`src/rtl/efsd_pkg.sv`:
```
// Package for the earliest-free server dispatch block: sizes, beat types and helpers.
package efsd_pkg;

  localparam int WINDOWS      = 8;
  localparam int WIN_W        = (WINDOWS > 1) ? $clog2(WINDOWS) : 1;
  localparam int CNT_W        = $clog2(WINDOWS + 1);
  localparam int MIN_PER_HOUR = 60;
  localparam int RECIP_60     = 34953;
  localparam int RECIP_SHIFT  = 21;
  localparam int HOUR_W       = 11;
  localparam int MINUTE_W     = 6;
  localparam logic [15:0] SAT16 = 16'hFFFF;

  typedef struct packed {
    logic       new_batch;
    logic [4:0] arr_hour;
    logic [5:0] arr_minute;
    logic [7:0] service_minutes;
  } job_t;

  typedef struct packed {
    logic [15:0] customer_index;
    logic [2:0]  window_index;
    logic [15:0] wait_minutes;
    logic [10:0] start_hour;
    logic [5:0]  start_minute;
    logic [15:0] window_served;
  } res_t;

  typedef struct packed {
    logic [15:0] busy;
    logic [15:0] served;
  } win_entry_t;

  typedef struct packed {
    logic                valid;
    logic [HOUR_W-1:0]   hour;
    logic [MINUTE_W-1:0] minute;
  } split_t;

  function automatic logic [15:0] sat_inc16(input logic [15:0] v);
    return (v == SAT16) ? SAT16 : v + 16'd1;
  endfunction

endpackage

```
`src/rtl/efsd_ram.sv`:
```
// Simple dual-port RAM, one write and one registered read per cycle.
module efsd_ram #(
  parameter int DEPTH = 8,
  parameter int WIDTH = 32,
  parameter int ADDR_W = (DEPTH > 1) ? $clog2(DEPTH) : 1
) (
  input  logic              clk,
  input  logic              wr_en,
  input  logic [ADDR_W-1:0] wr_addr,
  input  logic [WIDTH-1:0]  wr_data,
  input  logic              rd_en,
  input  logic [ADDR_W-1:0] rd_addr,
  output logic [WIDTH-1:0]  rd_data
);

  logic [WIDTH-1:0] mem [DEPTH];

  always_ff @(posedge clk) begin
    if (wr_en) begin
      mem[wr_addr] <= wr_data;
    end
  end

  always_ff @(posedge clk) begin
    if (rd_en) begin
      rd_data <= mem[rd_addr];
    end
  end

endmodule

```
`src/rtl/efsd_time_split.sv`:
```
// Two-stage split of a minute count into hour and minute by reciprocal multiply.
module efsd_time_split (
  input  logic          clk,
  input  logic          rst,
  input  logic          start_valid,
  input  logic [15:0]   start_min,
  output efsd_pkg::split_t split
);
  import efsd_pkg::*;

  logic        valid_a;
  logic [15:0] start_a;
  logic [31:0] prod_a;
  logic [HOUR_W-1:0] hour_a;
  logic              valid_b;
  logic [HOUR_W-1:0] hour_b;
  logic [MINUTE_W-1:0] minute_b;

  assign hour_a = prod_a[RECIP_SHIFT +: HOUR_W];
  assign split  = '{valid: valid_b, hour: hour_b, minute: minute_b};

  always_ff @(posedge clk) begin
    if (rst) begin
      valid_a <= 1'b0;
      valid_b <= 1'b0;
    end else begin
      valid_a <= start_valid;
      valid_b <= valid_a;
    end
  end

  always_ff @(posedge clk) begin
    if (start_valid) begin
      start_a <= start_min;
      prod_a  <= 32'(start_min) * 32'(RECIP_60);
    end
    if (valid_a) begin
      hour_b   <= hour_a;
      minute_b <= MINUTE_W'(start_a - 16'(hour_a) * 16'(MIN_PER_HOUR));
    end
  end

endmodule

```
`src/rtl/earliest_free_server_dispatch.sv`:
```
// Top level of the earliest-free server dispatch block.
//
// Usage: jobs arrive on the job channel (job_valid / job_stall), one beat
// per job, already in arrival order. A job with nonzero service gives one
// beat on the res channel (res_valid / res_stall); a job with zero service
// gives none. The user writes the server count on the cfg channel (cfg_valid /
// cfg_ready, always ready) while the block is idle; the block does not enforce it.
// Per-server busy-until times and served counts live in one RAM with a
// registered read; the scan reads one server a cycle to find the earliest.
// A served job passes from acceptance through the scan of the servers in
// use (1 to WINDOWS), an update state that writes the chosen server back,
// and the hour/minute split, with the result loaded once the split is done
// and the output register is free; the block then returns to idle, where
// the next job is taken. A skipped job does not leave the idle state.
// new_batch clears per-server valid bits at once, so no clearing pass is
// needed.
// Reset: server count 1, all times and counts zero, result register empty.
// A stalled result is held in the output register; the next job is still
// taken and worked on, and waits at its end until the register is free.
module earliest_free_server_dispatch (
  input  logic            clk,
  input  logic            rst,
  input  logic            job_valid,
  output logic            job_stall,
  input  efsd_pkg::job_t  job,
  output logic            res_valid,
  input  logic            res_stall,
  output efsd_pkg::res_t  res,
  input  logic            cfg_valid,
  output logic            cfg_ready,
  input  logic [3:0]      cfg_data
);
  import efsd_pkg::*;

  localparam logic [2:0] S_IDLE  = 3'd0;
  localparam logic [2:0] S_SCAN  = 3'd1;
  localparam logic [2:0] S_START = 3'd2;
  localparam logic [2:0] S_DIV   = 3'd3;
  localparam logic [2:0] S_OUT   = 3'd4;

  logic [2:0]         state;
  logic [3:0]         window_count;
  logic [CNT_W-1:0]   count_eff;
  job_t               job_q;
  logic [WINDOWS-1:0] valid_bits;
  logic [15:0]        served_total;
  logic [CNT_W-1:0]   issue_idx;
  logic               pend;
  logic [WIN_W-1:0]   pend_idx;
  logic [WIN_W-1:0]   best;
  logic [15:0]        best_busy;
  logic [15:0]        best_served;
  logic [15:0]        wait_q;
  logic [15:0]        served_q;

  logic               rd_en;
  logic [WIN_W-1:0]   rd_addr;
  win_entry_t         rd_data;
  logic               wr_en;
  win_entry_t         wr_data;

  logic [15:0]        cand_busy;
  logic [15:0]        cand_served;
  logic [15:0]        arrival;
  logic [15:0]        start_min;
  logic [16:0]        end_min;
  logic               accept;
  logic               out_free;
  logic               res_load;
  logic               scan_last;
  split_t             split;

  assign cfg_ready = 1'b1;
  assign job_stall = (state != S_IDLE);
  assign accept    = job_valid && !job_stall;
  assign out_free  = !res_valid || !res_stall;
  assign res_load  = (state == S_DIV && split.valid && out_free) || (state == S_OUT && out_free);

  always_comb begin
    if (window_count == 4'd0) begin
      count_eff = CNT_W'(1);
    end else if (32'(window_count) > WINDOWS) begin
      count_eff = CNT_W'(WINDOWS);
    end else begin
      count_eff = CNT_W'(window_count);
    end
  end

  assign rd_en   = (state == S_SCAN) && (issue_idx < count_eff);
  assign rd_addr = issue_idx[WIN_W-1:0];

  assign cand_busy   = valid_bits[pend_idx] ? rd_data.busy : 16'd0;
  assign cand_served = valid_bits[pend_idx] ? rd_data.served : 16'd0;
  assign scan_last   = pend && (CNT_W'(pend_idx) == count_eff - CNT_W'(1));

  assign arrival   = 16'(job_q.arr_hour) * 16'(MIN_PER_HOUR) + 16'(job_q.arr_minute);
  assign start_min = (best_busy > arrival) ? best_busy : arrival;
  assign end_min   = 17'(start_min) + 17'(job_q.service_minutes);

  assign wr_en          = (state == S_START);
  assign wr_data.busy   = end_min[16] ? SAT16 : end_min[15:0];
  assign wr_data.served = sat_inc16(best_served);

  efsd_ram #(
    .DEPTH(WINDOWS),
    .WIDTH($bits(win_entry_t))
  ) u_ram (
    .clk    (clk),
    .wr_en  (wr_en),
    .wr_addr(best),
    .wr_data(wr_data),
    .rd_en  (rd_en),
    .rd_addr(rd_addr),
    .rd_data(rd_data)
  );

  efsd_time_split u_split (
    .clk        (clk),
    .rst        (rst),
    .start_valid(wr_en),
    .start_min  (start_min),
    .split      (split)
  );

  always_ff @(posedge clk) begin
    if (rst) begin
      window_count <= 4'd1;
    end else if (cfg_valid) begin
      window_count <= cfg_data;
    end
  end

  always_ff @(posedge clk) begin
    if (rst) begin
      state        <= S_IDLE;
      valid_bits   <= '0;
      served_total <= 16'd0;
      issue_idx    <= '0;
      pend         <= 1'b0;
      res_valid    <= 1'b0;
    end else begin
      if (res_load) begin
        res_valid <= 1'b1;
      end else if (res_valid && !res_stall) begin
        res_valid <= 1'b0;
      end
      pend <= rd_en;
      case (state)
        S_IDLE: begin
          if (accept) begin
            if (job.new_batch) begin
              valid_bits   <= '0;
              served_total <= 16'd0;
            end
            issue_idx <= '0;
            if (job.service_minutes != 8'd0) begin
              state <= S_SCAN;
            end
          end
        end
        S_SCAN: begin
          if (rd_en) begin
            issue_idx <= issue_idx + CNT_W'(1);
          end
          if (scan_last) begin
            state <= S_START;
          end
        end
        S_START: begin
          valid_bits[best] <= 1'b1;
          served_total     <= sat_inc16(served_total);
          state            <= S_DIV;
        end
        S_DIV: begin
          if (split.valid) begin
            if (out_free) begin
              state <= S_IDLE;
            end else begin
              state <= S_OUT;
            end
          end
        end
        S_OUT: begin
          if (out_free) begin
            state <= S_IDLE;
          end
        end
        default: begin
          state <= S_IDLE;
        end
      endcase
    end
  end

  always_ff @(posedge clk) begin
    if (accept) begin
      job_q <= job;
    end
    pend_idx <= rd_addr;
    if (state == S_SCAN && pend && (pend_idx == '0 || cand_busy < best_busy)) begin
      best        <= pend_idx;
      best_busy   <= cand_busy;
      best_served <= cand_served;
    end
    if (state == S_START) begin
      wait_q   <= start_min - arrival;
      served_q <= wr_data.served;
    end
    if (res_load) begin
      res.customer_index <= served_total;
      res.window_index   <= 3'(best);
      res.wait_minutes   <= wait_q;
      res.start_hour     <= split.hour;
      res.start_minute   <= split.minute;
      res.window_served  <= served_q;
    end
  end

`ifndef NO_ASSERTIONS
  a_best_in_range: assert property (@(posedge clk) disable iff (rst)
    state == S_START |-> CNT_W'(best) < count_eff)
    else $error("chosen server beyond servers in use");

  a_split_latency: assert property (@(posedge clk) disable iff (rst)
    state == S_START |-> ##2 split.valid)
    else $error("hour/minute split not ready two cycles after launch");

  a_batch_clear: assert property (@(posedge clk) disable iff (rst)
    accept && job.new_batch |=> served_total == 16'd0 && valid_bits == '0)
    else $error("new batch did not clear state");

  a_counts_nonzero: assert property (@(posedge clk) disable iff (rst)
    res_valid |-> res.customer_index != 16'd0 && res.window_served != 16'd0)
    else $error("result beat with zero count");

  a_scan_bound: assert property (@(posedge clk) disable iff (rst)
    state == S_SCAN |-> issue_idx <= count_eff)
    else $error("scan ran past servers in use");
`endif

endmodule

```
`config.mk`:
```
export PLATFORM = sky130hd
export DESIGN_NAME = earliest_free_server_dispatch
export DESIGN_NICKNAME = d
export VERILOG_FILES = /design/src/rtl/efsd_pkg.sv /design/src/rtl/efsd_ram.sv /design/src/rtl/efsd_time_split.sv /design/src/rtl/earliest_free_server_dispatch.sv
export SDC_FILE = /design/constraint.sdc
export NUM_CORES = 1
export LEC_CHECK = 0
export ABC_CLOCK_PERIOD_IN_PS = 11650
export BUFFER_PORTS_ARGS = -buffer_cell sky130_fd_sc_hd__buf_4
export CAP_MARGIN = 10
export CORE_MARGIN = 1
export CORE_UTILIZATION = 35
export DETAILED_ROUTE_END_ITERATION = 12
export PLACE_DENSITY = 0.61
export SYNTH_ARGS = -nofsm -noshare
export SYNTH_HDL_FRONTEND = slang
export SYNTH_SLANG_ARGS = --single-unit
```
`constraint.sdc`:
```
create_clock -name clk -period 11.65 [get_ports clk]
set_input_delay 3.495 -clock clk [delete_from_list [all_inputs] [get_ports clk]]
set_output_delay 3.495 -clock clk [all_outputs]
set_load 0.01 [all_outputs]
```
==> impl_metrics.ini <==
[global_routing]
grt.busiest_layer = met2
grt_usage_pct = 14.8
met3_usage_pct = 2.58
antenna_found_initial = 1
grt_use_met1_pct = 19.4
grt_max_degree = 70
grtUsageMet2_pct = 25.5
overflow = 0
grt_pass1_wl_mm = 80.0
grt_pass1_vias = 13979

[floorplanning]
rows = 95
ios = 100
die_area_sq_mm = 0.0693
initial_core_util_pct = 35.4
fp.dieW_um = 263
fp.coreArea_sq_mm = 0.0674
die_h_um = 263

[clock_network]
clk_pin_slew_ns = 0.06
clkSinkCount = 518
cts_hold_buf = 0
root_buffer = clkbuf_16
cts_resized = 0
cts.htree.levels = 2
clk_latency_ns = 0.62
cts_setup_buffers = 0
cts_tree = built
numCtsBuffers = 53
clockBufferDepth = 3

[worst_setup_path]
reg2reg_depth = 33
cp.required_ns = 11.99
slowest_stage = fa_1
worst-setup-path-type = reg -> reg
critPathCaptureType = flop
reg2reg_to = u_split.prod_a[29]$_DFFE_PP_
crit_path_start = job_q[17]$_DFFE_PP_
crit_path_start_kind = flop
r2r_setup_slack_ns = 1.12
r2r-start = job_q[17]$_DFFE_PP_
crit_top_cell = ha_1
cp-endpoint = u_split.prod_a[29]$_DFFE_PP_
path_max_fanout = 15
cp.arrival_ns = 10.86
cp_slowest_stage_delay_ns = 0.52

[flow_run]
maxCapViolations = 0

[yosys]
yosysSeqAreaShare_pct = 63.4
yosys.area.top_type_share_pct = 59.8
yosys.area.top_type = edfxtp_1
ys_types = 70
syn_inst = 1577
ys_top_cells_by_area = edfxtp_1 (60%), ha_1 (9.1%), mux4_2 (6.2%), dfxtp_1 (3.5%), fa_1 (2.5%)
syn_area_per_cell_sq_um = 15.1
async_flop_share_pct = 0
synth_common_cells = edfxtp_1 (476), ha_1 (173), inv_1 (133)
synth_ff_type = edfxtp_1
synth_area_sq_mm = 0.0239
yosys_warnings = 0
synth_edf_count = 476
syn-num-nets = 1809
ys_ff_latch = 518
synth.most_common_cell = edfxtp_1

[routing]
drt_wl_total_mm = 50.6
route.detailed.drc = 0
num_vias = 13234
drt-pass1-iter-count = 5
drtIter0Drc = 778
ant_nets = 0
vias_per_cell = 5.03
wl_per_cell_um = 19.2

[pwr]
power_switching_mw = 1.71
p_comb_share_pct = 29.4
power_density_mw_per_mm2 = 200
swShare_pct = 31.0
seqPwrFrac_pct = 40.2
p_int_mw = 3.80
clock_power_share_pct = 30.3
irDropWorstVdd_mv = 0.118
p_leak_nw = 10.2

[sta]
finalSetupViolCount = 0
finClkSkew_ns = 0.0365
fin_tns_setup_ns = 0
timing.fmax_mhz = 95.0
period_share_pct = 90.4
final_hold_viol_count = 0
grt_setup_unrepaired = false
min_period_ns = 10.53
drv_slew = 0
maxSlewHeadroom_pct = 27.6
worst_pin_slew_ns = 1.07

[placement]
dp_hpwl_mm = 33.5
postPlaceCellArea_sq_mm = 0.0258
io_buffers = 98
gp_congestion = 0.905

[finish]
nets = 1946
antenna_cells = 0
area_delta_synth_final_pct = 15.4
finalInstanceArea_sq_mm = 0.0276
drive_gt1_share_pct = 19.0
final_util_pct = 40.9

[run_status]
outcome = completed

[min_path]
hold_path.class = reg -> reg
## power by group through the flow
stage | Sequential (mW) | Combinational, mW | Clock (mW)
after floorplan | 2.23 | 1.21 | 0
after global placement | 2.25 | 1.58 | 0
after detailed placement | 2.25 | 1.62 | 0
after CTS | 2.21 | 1.64 | 1.71
after global routing | 2.22 | 1.84 | 1.78
final | 2.21 | 1.62 | 1.67
## final cells by class
| class | instances | area [sq um] |
|---|---|---|
| Clock buffer | 65 | 1430 |
| Clock inverter | 33 | 307 |
| Fill cell | 6084 | 39800 |
| Inverter | 135 | 507 |
| Multi-Input combinational cell | 883 | 8150 |
| Sequential cell | 518 | 15100 |
| Tap cell | 873 | 1090 |
| Timing Repair Buffer | 123 | 931 |
## sequential cells by signal (all words and copies together), names as in the netlist, 3 cells and up
name	cells
best_busy	16
job_q	19
u_split.prod_a	14
wait_q	16
best_served	16
u_split.start_a	3
u_ram.rd_data	32
valid_bits	8
issue_idx	4
served_total	16
pend_idx	3
u_ram.mem	256
u_split.minute_b	6
served_q	16
res	68
u_split.hour_b	11
best	3
state	3
window_count	4
## cell usage in the layout, fill, tap and decap left out, drive strengths merged, types with 53 or more instances in the layout
master | synthesis | final
nand2 | 66 | 66
o21ai | 53 | 53
ha | 173 | 173
mux4 | 66 | 66
edfxtp | 476 | 476
nor2 | 82 | 82
clkbuf | 32 | 65
a21oi | 77 | 77
buf | 9 | 123
inv | 134 | 137
## per-layer routing
| layer | part of all wire, % | wire length [um] |
|---|---|---|
| met1 | 44 | 22400 |
| met2 | 50 | 25200 |
| met3 | 4.2 | 2120 |
| met4 | 1.8 | 891 |
| met5 | 0 | 0 |
## how the worst min path moves through the flow
stage	start	endpoint	slack, ns	cells after the start
2_1_floorplan	issue_idx[0]$_SDFFE_PP0P_	pend_idx[0]$_DFF_P_	0.35	0
3_3_place_gp	wait_q[5]$_DFFE_PP_	res[38]$_DFFE_PP_	0.40	0
3_5_place_dp	wait_q[1]$_DFFE_PP_	res[34]$_DFFE_PP_	0.40	0
4_1_cts	wait_q[15]$_DFFE_PP_	res[48]$_DFFE_PP_	0.42	0
5_1_grt	wait_q[6]$_DFFE_PP_	res[39]$_DFFE_PP_	0.42	0
6_report	u_split.prod_a[0]$_DFFE_PP_	u_split.minute_b[0]$_DFFE_PP_	0.42	0
## per-stage QoR
stage | std cells | power [mW] | hold WS (ns) | setup WS [ns]
final | 2630 | 5.50 | 0.417 | 1.12
after global routing | 2630 | 5.84 | 0.423 | 0.471
after CTS | 2629 | 5.57 | 0.420 | 1.22
after detailed placement | 2531 | 3.87 | 0.405 | 1.27
after global placement | 2531 | 3.84 | 0.404 | 1.52
after floorplan | 1577 | 3.45 | 0.354 | 2.12
## worst max-delay path, delay by kind of cell, from the launching register on
kind                     cells  cell delay, ns
XOR/XNOR                     2            0.56
adder cells (fa/ha/maj)     10            3.93
buffers and inverters        5            0.70
AO/OA/AOI/OAI                9            2.41
flip-flops                   1            0.48
AND/OR/NAND/NOR              6            1.67
multiplexers                 1            0.52
## cells by family (layout without fill, tap and decap cells)
group,count (synthesis),after routing,synth area share (%)
xor gates and xnor gates,59,59,2.16
and+or+nand+nor,297,297,6.15
other,1,1,0.0157
muxes,113,113,8.38
DFF,518,518,63.4
buffers and inverters,176,356,2.79
AOI/OAI and AO/OA,210,210,5.56
adders and majority gates,203,203,11.6
Power figures use the tool's default switching activity.
